### config.mk
export PLATFORM = sky130hd
export DESIGN_NAME = gyro_frame_receiver
export DESIGN_NICKNAME = d
export VERILOG_FILES = /design/src/rtl/gfr_pkg.sv /design/src/rtl/gfr_deframer.sv /design/src/rtl/gfr_angle.sv /design/src/rtl/gfr_decode.sv /design/src/rtl/gyro_frame_receiver.sv
export SDC_FILE = /design/constraint.sdc
export NUM_CORES = 1
export LEC_CHECK = 0
export ABC_AREA = 1
export BUFFER_PORTS_ARGS = -buffer_cell sky130_fd_sc_hd__buf_4
export CORE_ASPECT_RATIO = 0.7
export CORE_MARGIN = 3
export CORE_UTILIZATION = 63
export CTS_BUF_LIST = sky130_fd_sc_hd__clkbuf_8
export DETAILED_ROUTE_END_ITERATION = 10
export PLACE_DENSITY = 0.83
export SYNTH_ARGS = -nofsm -noshare
export SYNTH_HDL_FRONTEND = slang
export SYNTH_SLANG_ARGS = --single-unit
### constraint.sdc
create_clock -name clk -period 6.7 [get_ports clk]
set_input_delay 0.335 -clock clk [delete_from_list [all_inputs] [get_ports clk]]
set_output_delay 0.335 -clock clk [all_outputs]
set_load 0.01 [all_outputs]
### src/rtl/gfr_pkg.sv
// ============================================================================
// gfr_pkg - shared types and constants for the gyro frame receiver
// Frame sync bytes, payload geometry, heading arithmetic constants, command
// codes and the control structs passed between the receiver's units.
// ============================================================================
package gfr_pkg;

    // frame layout
    localparam logic [7:0] SYNC_FIRST    = 8'hAA;
    localparam logic [7:0] SYNC_SECOND   = 8'h00;
    localparam int         PAYLOAD_BYTES = 12;
    localparam int         POS_W         = $clog2(PAYLOAD_BYTES + 1);

    // heading: ((36005 - raw) mod 36000) / 10
    localparam logic [16:0] ANGLE_BIAS    = 17'd36005;
    localparam logic [16:0] ANGLE_MODULUS = 17'd36000;
    // x / 10 == (x * 52429) >> 19 for every x below 36000
    localparam logic [16:0] DIV10_RECIP   = 17'd52429;
    localparam int          DIV10_SHIFT   = 19;
    localparam int          ANGLE_W       = 12;

    // offset value that means "latch on next good frame"
    localparam logic [15:0] OFFSET_ARMED = 16'h7FFF;

    // command codes
    localparam logic [1:0] CMD_RX     = 2'd0;
    localparam logic [1:0] CMD_REZERO = 2'd1;
    localparam logic [1:0] CMD_ARM    = 2'd2;

    typedef logic [PAYLOAD_BYTES-1:0][7:0] gfr_payload_t;

    // frame status from the deframer
    typedef struct packed {
        logic done;     // check word accepted this cycle
        logic sum_ok;   // check word matched the running sum
        logic at_last;  // next received word is the check word
    } gfr_frame_t;

    // odometer / offset commands
    typedef struct packed {
        logic rezero;
        logic arm;
    } gfr_cmd_t;

endpackage

### src/rtl/gfr_deframer.sv
// ============================================================================
// gfr_deframer - sync hunt and payload capture
// Hunts for the two sync words, stores 12 payload words, keeps the 8-bit
// running sum and flags frame completion with the check result.
// ============================================================================
module gfr_deframer
(
    input  logic                 clk,
    input  logic                 rst_n,
    input  logic                 accept,
    input  logic [1:0]           command,
    input  logic [7:0]           rx_byte,
    output gfr_pkg::gfr_payload_t payload,
    output gfr_pkg::gfr_frame_t   frame
);
    import gfr_pkg::*;

    typedef enum logic [2:0] {
        ST_HUNT = 3'b001,
        ST_SYNC = 3'b010,
        ST_RECV = 3'b100
    } gfr_state_t;

    gfr_state_t       state_reg, state_next;
    logic [POS_W-1:0] pos_reg, pos_next;
    logic [7:0]       sum_reg, sum_next;
    gfr_payload_t     payload_reg;
    logic             rx_go;
    logic             store_en;

    assign rx_go = accept && (command == CMD_RX);

    always_comb
    begin
        state_next  = state_reg;
        pos_next    = pos_reg;
        sum_next    = sum_reg;
        store_en    = 1'b0;
        frame.done  = 1'b0;
        frame.sum_ok = 1'b0;
        frame.at_last = (state_reg == ST_RECV) && (pos_reg == POS_W'(PAYLOAD_BYTES));
        if (rx_go)
        begin
            unique case (state_reg)
                ST_SYNC:
                begin
                    pos_next = '0;
                    if (rx_byte == SYNC_SECOND)
                    begin
                        state_next = ST_RECV;
                        sum_next   = '0;
                    end
                    else
                    begin
                        state_next = ST_HUNT;
                    end
                end
                ST_RECV:
                begin
                    if (pos_reg < POS_W'(PAYLOAD_BYTES))
                    begin
                        store_en = 1'b1;
                        sum_next = sum_reg + rx_byte;
                        pos_next = pos_reg + POS_W'(1);
                    end
                    else
                    begin
                        frame.done   = 1'b1;
                        frame.sum_ok = (rx_byte == sum_reg);
                        state_next   = ST_HUNT;
                        pos_next     = '0;
                        sum_next     = '0;
                    end
                end
                default:
                begin
                    state_next = (rx_byte == SYNC_FIRST) ? ST_SYNC : ST_HUNT;
                end
            endcase
        end
    end

    assign payload       = payload_reg;

    always_ff @(posedge clk or negedge rst_n)
    begin
        if (!rst_n)
        begin
            state_reg <= ST_HUNT;
            pos_reg   <= '0;
            sum_reg   <= '0;
        end
        else
        begin
            state_reg <= state_next;
            pos_reg   <= pos_next;
            sum_reg   <= sum_next;
        end
    end

    // payload words, no reset
    always_ff @(posedge clk)
    begin
        if (store_en)
        begin
            payload_reg[pos_reg[POS_W-1:0]] <= rx_byte;
        end
    end

endmodule

### src/rtl/gfr_angle.sv
// ============================================================================
// gfr_angle - heading in tenths of a degree
// Two registered steps from payload words 1 and 2: modular offset, then a
// reciprocal multiply for the divide by ten. Words 1 and 2 are stored ahead
// of words 3 to 11 and the check word, so the result is ready in time.
// ============================================================================
module gfr_angle
(
    input  logic                  clk,
    input  gfr_pkg::gfr_payload_t payload,
    output logic [gfr_pkg::ANGLE_W-1:0] angle
);
    import gfr_pkg::*;

    logic [15:0] raw;
    logic [16:0] shifted;
    logic [15:0] l_next, l_reg;
    logic [33:0] prod;
    logic [ANGLE_W-1:0] angle_reg;

    assign raw     = {payload[2], payload[1]};
    // 36005 - raw stays within 3238..68773, no wrap
    assign shifted = ANGLE_BIAS - {raw[15], raw};
    assign l_next  = (shifted >= ANGLE_MODULUS) ? 16'(shifted - ANGLE_MODULUS)
                                                : shifted[15:0];

    assign prod = {1'b0, l_reg} * DIV10_RECIP;

    always_ff @(posedge clk)
    begin
        l_reg     <= l_next;
        angle_reg <= prod[DIV10_SHIFT +: ANGLE_W];
    end

    assign angle = angle_reg;

endmodule

### src/rtl/gfr_decode.sv
// ============================================================================
// gfr_decode - frame decode and result register
// Odometer, acceleration words, offset latching and offset differences,
// written into the result register on each completed frame.
// ============================================================================
module gfr_decode
(
    input  logic                          clk,
    input  logic                          rst_n,
    input  gfr_pkg::gfr_frame_t           frame,
    input  gfr_pkg::gfr_cmd_t             cmd,
    input  gfr_pkg::gfr_payload_t         payload,
    input  logic [gfr_pkg::ANGLE_W-1:0]   angle,
    input  logic                          out_stall,
    output logic                          out_valid,
    output logic                          checksum_ok,
    output logic [7:0]                    frame_tag,
    output logic signed [15:0]            rate,
    output logic [gfr_pkg::ANGLE_W-1:0]   angle_tenths,
    output logic signed [31:0]            odometer,
    output logic signed [15:0]            accel_x,
    output logic signed [15:0]            accel_y,
    output logic signed [15:0]            accel_z,
    output logic signed [15:0]            diff_x,
    output logic signed [15:0]            diff_y,
    output logic signed [15:0]            diff_z,
    output logic [7:0]                    calib_status
);
    import gfr_pkg::*;

    logic               good;
    logic [ANGLE_W-1:0] prev_reg, prev_next;
    logic [31:0]        odo_reg, odo_next;
    logic [2:0][15:0]   now_reg, now_next;
    logic [2:0][15:0]   off_reg, off_next;
    logic [2:0][15:0]   frame_accel;
    logic [2:0][15:0]   diff_calc;
    logic               valid_reg;

    // result registers
    logic               ok_reg;
    logic [7:0]         tag_reg, calib_reg;
    logic [15:0]        rate_reg;
    logic [ANGLE_W-1:0] angle_reg;
    logic [31:0]        odo_out_reg;
    logic [2:0][15:0]   accel_reg, diff_reg;

    assign good = frame.done && frame.sum_ok;

    assign frame_accel[0] = 16'h0 - {payload[8], payload[7]};
    assign frame_accel[1] = {payload[6], payload[5]};
    assign frame_accel[2] = 16'h0 - {payload[10], payload[9]};

    always_comb
    begin
        prev_next = prev_reg;
        odo_next  = odo_reg;
        now_next  = now_reg;
        off_next  = off_reg;
        if (cmd.rezero)
        begin
            odo_next = '0;
            off_next = now_reg;
        end
        else if (cmd.arm)
        begin
            off_next = {3{OFFSET_ARMED}};
        end
        else if (good)
        begin
            prev_next = angle;
            odo_next  = odo_reg + {20'h0, angle} - {20'h0, prev_reg};
            now_next  = frame_accel;
            for (int k = 0; k < 3; k++)
            begin
                if (off_reg[k] == OFFSET_ARMED)
                begin
                    off_next[k] = frame_accel[k];
                end
            end
        end
        for (int k = 0; k < 3; k++)
        begin
            diff_calc[k] = frame_accel[k] - off_next[k];
        end
    end

    always_ff @(posedge clk or negedge rst_n)
    begin
        if (!rst_n)
        begin
            prev_reg  <= '0;
            odo_reg   <= '0;
            now_reg   <= '0;
            off_reg   <= {3{OFFSET_ARMED}};
            valid_reg <= 1'b0;
        end
        else
        begin
            prev_reg <= prev_next;
            odo_reg  <= odo_next;
            now_reg  <= now_next;
            off_reg  <= off_next;
            if (frame.done)
            begin
                valid_reg <= 1'b1;
            end
            else if (!out_stall)
            begin
                valid_reg <= 1'b0;
            end
        end
    end

    // failed check gives all-zero fields
    always_ff @(posedge clk)
    begin
        if (frame.done)
        begin
            ok_reg      <= frame.sum_ok;
            tag_reg     <= good ? payload[0] : 8'h0;
            rate_reg    <= good ? 16'h0 - {payload[4], payload[3]} : 16'h0;
            angle_reg   <= good ? angle : '0;
            odo_out_reg <= good ? odo_next : 32'h0;
            accel_reg   <= good ? frame_accel : '0;
            diff_reg    <= good ? diff_calc : '0;
            calib_reg   <= good ? payload[11] : 8'h0;
        end
    end

    assign out_valid    = valid_reg;
    assign checksum_ok  = ok_reg;
    assign frame_tag    = tag_reg;
    assign rate         = rate_reg;
    assign angle_tenths = angle_reg;
    assign odometer     = odo_out_reg;
    assign accel_x      = accel_reg[0];
    assign accel_y      = accel_reg[1];
    assign accel_z      = accel_reg[2];
    assign diff_x       = diff_reg[0];
    assign diff_y       = diff_reg[1];
    assign diff_z       = diff_reg[2];
    assign calib_status = calib_reg;

endmodule

### src/rtl/gyro_frame_receiver.sv
// ============================================================================
// gyro_frame_receiver - gyro sensor frame receiver, top level
// Takes one received word per cycle unless stalled; returns one decoded result per frame.
// ============================================================================
// A word is taken in each unstalled cycle (one per cycle sustained). A frame is
// the sync pair 0xAA, 0x00 followed by 12 payload words and a check word;
// the check word's cycle writes one result into the output register, which
// carries checksum_ok and, when the sum matched, the decoded rate, heading,
// odometer, accelerations and offset differences (all zero otherwise).
// in_stall rises only when the check word is next and the previous result
// is still held by out_stall, and then blocks commands too; all other words
// are taken even while a result waits. Commands: 1 clears the odometer and
// copies the last accelerations into the offsets, 2 arms all three offsets so
// the next good frame latches them; command words yield no result.
// ============================================================================
module gyro_frame_receiver
(
    input  logic                          clk,
    input  logic                          rst_n,
    input  logic                          in_valid,
    output logic                          in_stall,
    input  logic [1:0]                    command,
    input  logic [7:0]                    rx_byte,
    output logic                          out_valid,
    input  logic                          out_stall,
    output logic                          checksum_ok,
    output logic [7:0]                    frame_tag,
    output logic signed [15:0]            rate,
    output logic [gfr_pkg::ANGLE_W-1:0]   angle_tenths,
    output logic signed [31:0]            odometer,
    output logic signed [15:0]            accel_x,
    output logic signed [15:0]            accel_y,
    output logic signed [15:0]            accel_z,
    output logic signed [15:0]            diff_x,
    output logic signed [15:0]            diff_y,
    output logic signed [15:0]            diff_z,
    output logic [7:0]                    calib_status
);
    import gfr_pkg::*;

    logic               accept;
    gfr_payload_t       payload;
    gfr_frame_t         frame;
    gfr_cmd_t           cmd;
    logic [ANGLE_W-1:0] angle;

    // hold off only when a new result would overwrite one still waiting
    assign in_stall = frame.at_last && out_valid && out_stall;
    assign accept   = in_valid && !in_stall;

    assign cmd.rezero = accept && (command == CMD_REZERO);
    assign cmd.arm    = accept && (command == CMD_ARM);

    gfr_deframer u_deframer
    (
        .clk     (clk),
        .rst_n   (rst_n),
        .accept  (accept),
        .command (command),
        .rx_byte (rx_byte),
        .payload (payload),
        .frame   (frame)
    );

    // heading pipeline runs off the stored words 1 and 2
    gfr_angle u_angle
    (
        .clk     (clk),
        .payload (payload),
        .angle   (angle)
    );

    gfr_decode u_decode
    (
        .clk          (clk),
        .rst_n        (rst_n),
        .frame        (frame),
        .cmd          (cmd),
        .payload      (payload),
        .angle        (angle),
        .out_stall    (out_stall),
        .out_valid    (out_valid),
        .checksum_ok  (checksum_ok),
        .frame_tag    (frame_tag),
        .rate         (rate),
        .angle_tenths (angle_tenths),
        .odometer     (odometer),
        .accel_x      (accel_x),
        .accel_y      (accel_y),
        .accel_z      (accel_z),
        .diff_x       (diff_x),
        .diff_y       (diff_y),
        .diff_z       (diff_z),
        .calib_status (calib_status)
    );

endmodule

==> results.py, run 1 <==
metrics = {
    "placement": {
        "routabilityCongestion": 0.999,
        "io_buffers": 188,
        "place_area_um2": 29700,
        "dpl.hpwl_um": 55800,
    },
    "route": {
        "drtIter0Drc": 2417,
        "via_count": 22200,
        "drtAntennaViolNets": 0,
        "drc_errors": 0,
        "viasPerCell": 5.69,
        "avgRoutedWirePerCell_um": 19.1,
        "dr.pass1.iters": 6,
        "wl_um": 74700,
    },
    "sta": {
        "finClkSkew_ps": 50.6,
        "tns_ps": 0,
        "rsz0062_at_grt": "false",
        "slew_headroom": 0.172,
        "fmax_mhz": 186,
        "worstMarginPinSlew_ps": 1230,
        "finalHoldViolations": 0,
        "setup_viol": 0,
        "finalCritPeriodShare": 0.802,
        "fin_crit_ps": 5380,
        "worst_hold_slack_ps": 83.1,
        "drv_slew": 0,
    },
    "yosys": {
        "syn_area_um2": 27700,
        "yosys_warnings": 0,
        "synth_top_area_frac": 0.291,
        "synth_cell_types": 52,
        "synth_nets": 3373,
        "synth_area_leaders": "edfxtp_1, dfrtp_1, ha_1",
        "yosysSeqAreaShare": 0.454,
        "synth_area_leader_cell": "edfxtp_1",
        "synthCells": 3044,
        "synth-seq-cells": 453,
        "syn_avg_cell_area_um2": 9.11,
    },
    "worst_setup_path": {
        "required_ps": 7080,
        "crit_fanout": 24,
        "critPathCaptureType": "flip-flop",
        "worstPathCellList": "inv_1 > ha_1 > inv_1 > nor2_1 > inv_1 > nand4_2 > nor2_4 > nand2_2 > a21oi_1 > o21ai_0 > o21ai_0 > inv_1 > ha_1 > fa_1 > inv_1 > nand3_1 > nand2_1 > a21oi_1 > o21ai_0 > a21boi_0 > o21ai_0 > nand2_1 > nand2_1 > nor2_1",
        "crit_family": "simple AND/OR/NAND/NOR gates",
        "crit_type": "reg2reg",
        "slowest_delay_ps": 690,
        "path_buf_inv": 5,
        "crit_arrival_ps": 5750,
        "cp_slowest_cell": "nor2_4",
        "startpoint_type": "flip-flop",
        "critPathMostFrequentCell": "inv_1",
    },
    "global_route": {
        "grtUsageMet1": 0.469,
        "grt_most_used_layer": "met1",
        "grtUsageMet3": 0.0949,
        "grt_usage": 0.322,
        "grt_pass1_vias": 21700,
        "grt_overflow": 0,
        "grt_max_degree": 146,
        "grt_pass1_wl_um": 118000,
        "antenna_found_initial": 0,
        "grtUsageMet2": 0.468,
    },
    "power_and_ir_drop": {
        "power_density_nw_per_um2": 262,
        "leakage_uw": 0.0151,
        "total_power_uw": 8170,
        "peakVddDrop_mv": 0.179,
    },
    "final_layout": {
        "areaGrowthSynthToFinish_pct": 12.6,
        "drive_gt1_frac": 0.115,
        "antenna_cells": 0,
        "nNetsFinal": 3591,
        "largest_reg_flops": 96,
        "stdcell_area_um2": 31200,
    },
    "floorplanning": {
        "die_y_um": 182,
        "dieWidth_um": 257,
        "core_area_um2": 42900,
        "ios": 189,
        "fp.dieArea_um2": 46600,
        "row_count": 63,
        "start_util": 0.647,
    },
    "clocking": {
        "ctsResizeCount": 0,
        "root_buffer": "clkbuf_8",
        "cts_tree": "built",
        "cts_buffers": 70,
        "clock-sinks": 453,
        "post_cts_buffers": 0,
        "cts-hold-fix-buffers": 2,
        "clock_path_buffers": 3,
        "clk_latency_ps": 640,
        "htree_levels": 3,
        "clk_pin_slew_ps": 80,
    },
    "status": {
        "outcome": "finished clean",
    },
    "run": {
        "max_cap_viol_count": 0,
    },
    "hold_path": {
        "hold_path_class": "in2reg",
    },
}
## layout make-up
class / instances / area, µm²
Clock inverter: 51 / 442
Tap cell: 585 / 732
Fill cell: 3225 / 11700
Timing Repair Buffer: 204 / 1540
Inverter: 582 / 2200
Clock buffer: 77 / 1060
Sequential cell: 453 / 12600
Multi-Input combinational cell: 1951 / 12600
## report_power, final
| part | switching, µW | leakage [µW] | total, µW | internal [µW] |
|---|---|---|---|---|
| clock | 1140 | 0.000835 | 2510 | 1380 |
| sequential | 90.5 | 0.00449 | 3220 | 3120 |
| combinational | 1580 | 0.00973 | 2440 | 864 |
## layer usage
metal	routed length, µm	part of all wire
met5	0	0
met4	2110	0.028
met3	8390	0.11
met2	31300	0.42
met1	32800	0.44
## worst register-to-register path, stage by stage (launching register included)
cell and delay [ps]:
dfrtp_1 400, inv_1 110, ha_1 210, inv_1 170, nor2_1 90, inv_1 70, nand4_2 220, nor2_4 690
nand2_2 540, a21oi_1 290, o21ai_0 120, o21ai_0 110, inv_1 100, ha_1 240, fa_1 420, inv_1 70
nand3_1 60, nand2_1 110, a21oi_1 140, o21ai_0 350, a21boi_0 200, o21ai_0 250, nand2_1 90, nand2_1 70
nor2_1 40
## cell usage in the layout (no fill, tap or decap), drive strengths merged, types with 3 or more instances in the layout
cell type and instances:
o31ai 3, nand4 27, nand2 545, buf 202
o21bai 7, clkbuf 77, xnor2 27, nand3b 7
a211oi 8, a21oi 196, a21boi 5, o21a 42
bufinv 8, fa 95, clkinvlp 4, xor2 72
a21o 14, edfxtp 269, ha 220, inv 603
o21ai 168, a31oi 10, nor4 14, nand3 128
nor2 265, o22ai 9, dfrtp 110, o211ai 12
nor3 62, clkinv 18, dfxtp 28, dfstp 46
or2 7
## path summary, 6_finish.rpt
path / from / endpoint / slack (ps) / cells past startpoint
worst max-delay path: u_deframer.pos_reg[0] / u_decode.diff_z[12] / 1320 / 24
max in group asynchronous: rst_n / u_decode.out_valid / 4790 / 3
min in group asynchronous: rst_n / u_decode.odo_reg[4] / 360 / 2
worst min-delay path: rx_byte[5] / u_deframer.payload[93] / 80 / 1
worst max register to register: u_deframer.pos_reg[0] / u_decode.diff_z[12] / 1320 / 24
worst min register to register: u_deframer.payload[8] / u_angle.l_reg[0] / 460 / 1
## Yosys cell counts, drive strengths merged
library cell and count:
inv 580, a21boi 5, nand3 128, ha 220, a31o 1, o2111ai 2
edfxtp 269, nor3b 2, dfrtp 110, o22ai 9, nand3b 7, and2 1
a21oi 196, clkbuf 20, or2 7, xnor2 27, nand2 545, nand4 27
nor4b 1, nor2 265, xor2 72, a211oi 8, o21a 42, nor4 14
dfstp 46, o31ai 3, clkinv 2, o311ai 1, fa 95, nor3 62
buf 38, a31oi 10, dfxtp 28, o211ai 12, o21ai 168, a21o 14
o21bai 7
## stage by stage
step / setup slack (ps) / std cells / utilization
2_1_floorplan: 1830 / 3044 / -
3_3_place_gp: 1640 / 3773 / 0.692
3_5_place_dp: 1380 / 3773 / 0.692
4_1_cts: 1480 / 3903 / 0.728
5_1_grt: 848 / 3903 / 0.728
6_report: 1320 / 3903 / 0.728
## cells by family (layout without fill, tap and decap cells)
group | after synthesis | count (layout) | synth area share
AOI/OAI and AO/OA | 478 | 478 | 0.0962
and+or+nand+nor | 1059 | 1059 | 0.161
buffers and inverters | 640 | 914 | 0.0895
DFF | 453 | 453 | 0.454
xor gates and xnor gates | 99 | 99 | 0.0313
adders and majority gates | 315 | 315 | 0.168
Power figures use the tool's default switching activity.
==> inputs of run 2 (changes only) <==
--- a/config.mk
+++ b/config.mk
@@ -9,10 +9,10 @@
 export BUFFER_PORTS_ARGS = -buffer_cell sky130_fd_sc_hd__buf_4
 export CORE_ASPECT_RATIO = 0.7
 export CORE_MARGIN = 3
-export CORE_UTILIZATION = 63
+export CORE_UTILIZATION = 57
 export CTS_BUF_LIST = sky130_fd_sc_hd__clkbuf_8
 export DETAILED_ROUTE_END_ITERATION = 10
-export PLACE_DENSITY = 0.83
+export PLACE_DENSITY = 0.79
 export SYNTH_ARGS = -nofsm -noshare
 export SYNTH_HDL_FRONTEND = slang
 export SYNTH_SLANG_ARGS = --single-unit
==> constraint.sdc (replaced) <==
create_clock -name clk -period 4.7 [get_ports clk]
set_input_delay 0.235 -clock clk [delete_from_list [all_inputs] [get_ports clk]]
set_output_delay 0.235 -clock clk [all_outputs]
set_load 0.01 [all_outputs]
==> results.py, run 2 (synthesis results as in run 1) <==
metrics = {
    "sta": {
        "slew_headroom": 0.222,
        "worst_hold_slack_ps": 115,
        "finalCritPeriodShare": 1.00,
        "worstMarginPinSlew_ps": 1160,
        "finClkSkew_ps": 18.2,
        "finalHoldViolations": 0,
        "fin_crit_ps": 4700,
        "fmax_mhz": 213,
        "rsz0062_at_grt": "true",
        "drv_slew": 0,
        "setup_viol": 0,
    },
    "clocking": {
        "clock_path_buffers": 3,
        "htree_levels": 3,
        "cts_buffers": 73,
        "clk_pin_slew_ps": 60,
        "clock-sinks": 453,
        "root_buffer": "clkbuf_8",
        "cts_tree": "built",
        "clk_latency_ps": 660,
    },
    "final_layout": {
        "areaGrowthSynthToFinish_pct": 17.9,
        "drive_gt1_frac": 0.169,
        "layout_commonest_cell": "inv_1",
        "largest_reg_flops": 96,
        "layout_common_cells": "inv_1, nand2_1, buf_4",
        "layout.cells.non_filler": 4080,
        "antenna_cells": 0,
        "nNetsFinal": 3703,
    },
    "placement": {
        "dpl.hpwl_um": 59400,
        "io_buffers": 188,
        "post-place-cells": 3928,
        "routabilityCongestion": 0.978,
    },
    "floorplanning": {
        "fp.dieArea_um2": 51400,
        "ios": 189,
        "dieWidth_um": 270,
        "start_util": 0.587,
        "core_area_um2": 47200,
        "row_count": 66,
        "die_y_um": 191,
    },
    "route": {
        "avgRoutedWirePerCell_um": 19.2,
        "drtAntennaViolNets": 0,
        "drtIter0Drc": 2470,
        "via_count": 22700,
        "drc_errors": 0,
        "viasPerCell": 5.57,
        "dr.pass1.iters": 6,
        "wl_um": 78500,
    },
    "global_route": {
        "grt_pass1_vias": 21900,
        "grt_overflow": 0,
        "grt_max_degree": 130,
        "antenna_found_initial": 0,
        "grt_pass1_wl_um": 121000,
        "grt_usage": 0.303,
    },
    "worst_setup_path": {
        "path_buf_inv": 4,
        "slowest_delay_ps": 560,
        "crit_type": "reg2reg",
        "crit_arrival_ps": 5250,
        "crit_fanout": 4,
        "crit_family": "adder cells",
        "r2r_setup_slack_ps": 1,
        "required_ps": 5250,
        "cp_slowest_cell": "fa_2",
        "startpoint_type": "flip-flop",
        "critPathCaptureType": "flip-flop",
        "critPathMostFrequentCell": "fa_1",
        "worstPathCellList": "ha_4 > inv_2 > fa_1 > inv_2 > fa_2 > fa_1 > fa_1 > inv_1 > fa_1 > inv_2 > ha_4 > nand2_2 > nand2_2 > nand3_2 > nand3_2 > a21oi_2 > nor2_1 > nor4_1 > nand2_1 > xor2_1",
    },
    "hold_path": {
        "hold_path_class": "in2reg",
    },
    "power_and_ir_drop": {
        "peakVddDrop_mv": 0.288,
        "power_density_nw_per_um2": 371,
        "leakage_uw": 0.0156,
    },
    "run": {
        "max_cap_viol_count": 0,
    },
    "status": {
        "outcome": "finished clean",
    },
}
[run 2: cell count changes in the layout (fill, tap and decap cells not counted), moves of 14 or more]
cell     before  now
buf_4       201  297
ha_1        220  195
ha_4          0   22
nand2_1     537  519
dfxtp_1      28   13
inv_1       595  581
nand2_2       6   20
[run 2: area by class of cell]
class,instances,area [µm²]
Clock buffer,78,1070
Clock inverter,57,348
Fill cell,3661,14600
Inverter,582,2200
Multi-Input combinational cell,1951,13200
Sequential cell,453,12600
Tap cell,646,808
Timing Repair Buffer,313,2440
[run 2: repair_timing]
action	4_1_cts	5_1_grt
hold endpoints to repair	130	0
hold buffers	9	0
resized for setup	42	91
setup endpoints to repair	12	18
setup buffers	3	5
pin swaps	19	41
[run 2: where the power goes]
group / internal [µW] / leakage [µW] / switching (µW) / total [µW]
clock: 1720 / 0.000784 / 1680 / 3410
combinational: 1560 / 0.0103 / 2590 / 4150
sequential: 4450 / 0.00449 / 128 / 4580
[run 2: worst paths after layout]
kind	start	to	depth (start not counted)
min in group asynchronous	rst_n	u_decode.off_reg[10]	2
worst min-delay path	rx_byte[6]	u_deframer.sum_reg[6]	4
worst min register to register	u_decode.now_reg[40]	u_decode.now_reg[40]	2
worst max register to register	u_angle.l_reg[3]	u_angle.angle[9]	20
worst max-delay path	u_angle.l_reg[3]	u_angle.angle[9]	20
max in group asynchronous	rst_n	u_decode.odo_reg[28]	3
[run 2: worst min-delay path: cells and delay by family]
| family | cells | cell delay [ps] |
|---|---|---|
| AOI/OAI and AO/OA | 1 | 90 |
| buffers and inverters | 1 | 120 |
| adders and majority gates | 1 | 190 |
| xor gates and xnor gates | 1 | 80 |
[run 2: layer usage]
layer / up-vias / GRT usage / wire, µm
met1: 11000 / 0.461 / 36600
met4: 0 / 0.0746 / 1610
met2: 1032 / 0.438 / 32800
met5: - / 0 / 0
li1: 10600 / - / -
met3: 125 / 0.0713 / 7450
[run 2: through the flow]
stage | util | setup TNS [ps] | instance area (µm²) | power [µW] | worst slack [ps]
floorplan | - | 0 | 27700 | 7120 | 12.4
global placement | 0.646 | -1660 | 30500 | 8100 | -199
detailed placement | 0.646 | -2330 | 30500 | 8210 | -262
CTS | 0.684 | -49.4 | 32300 | 11800 | -20.5
global route | 0.692 | -666 | 32700 | 12800 | -112
finish | 0.692 | 0 | 32700 | 12100 | 1.39
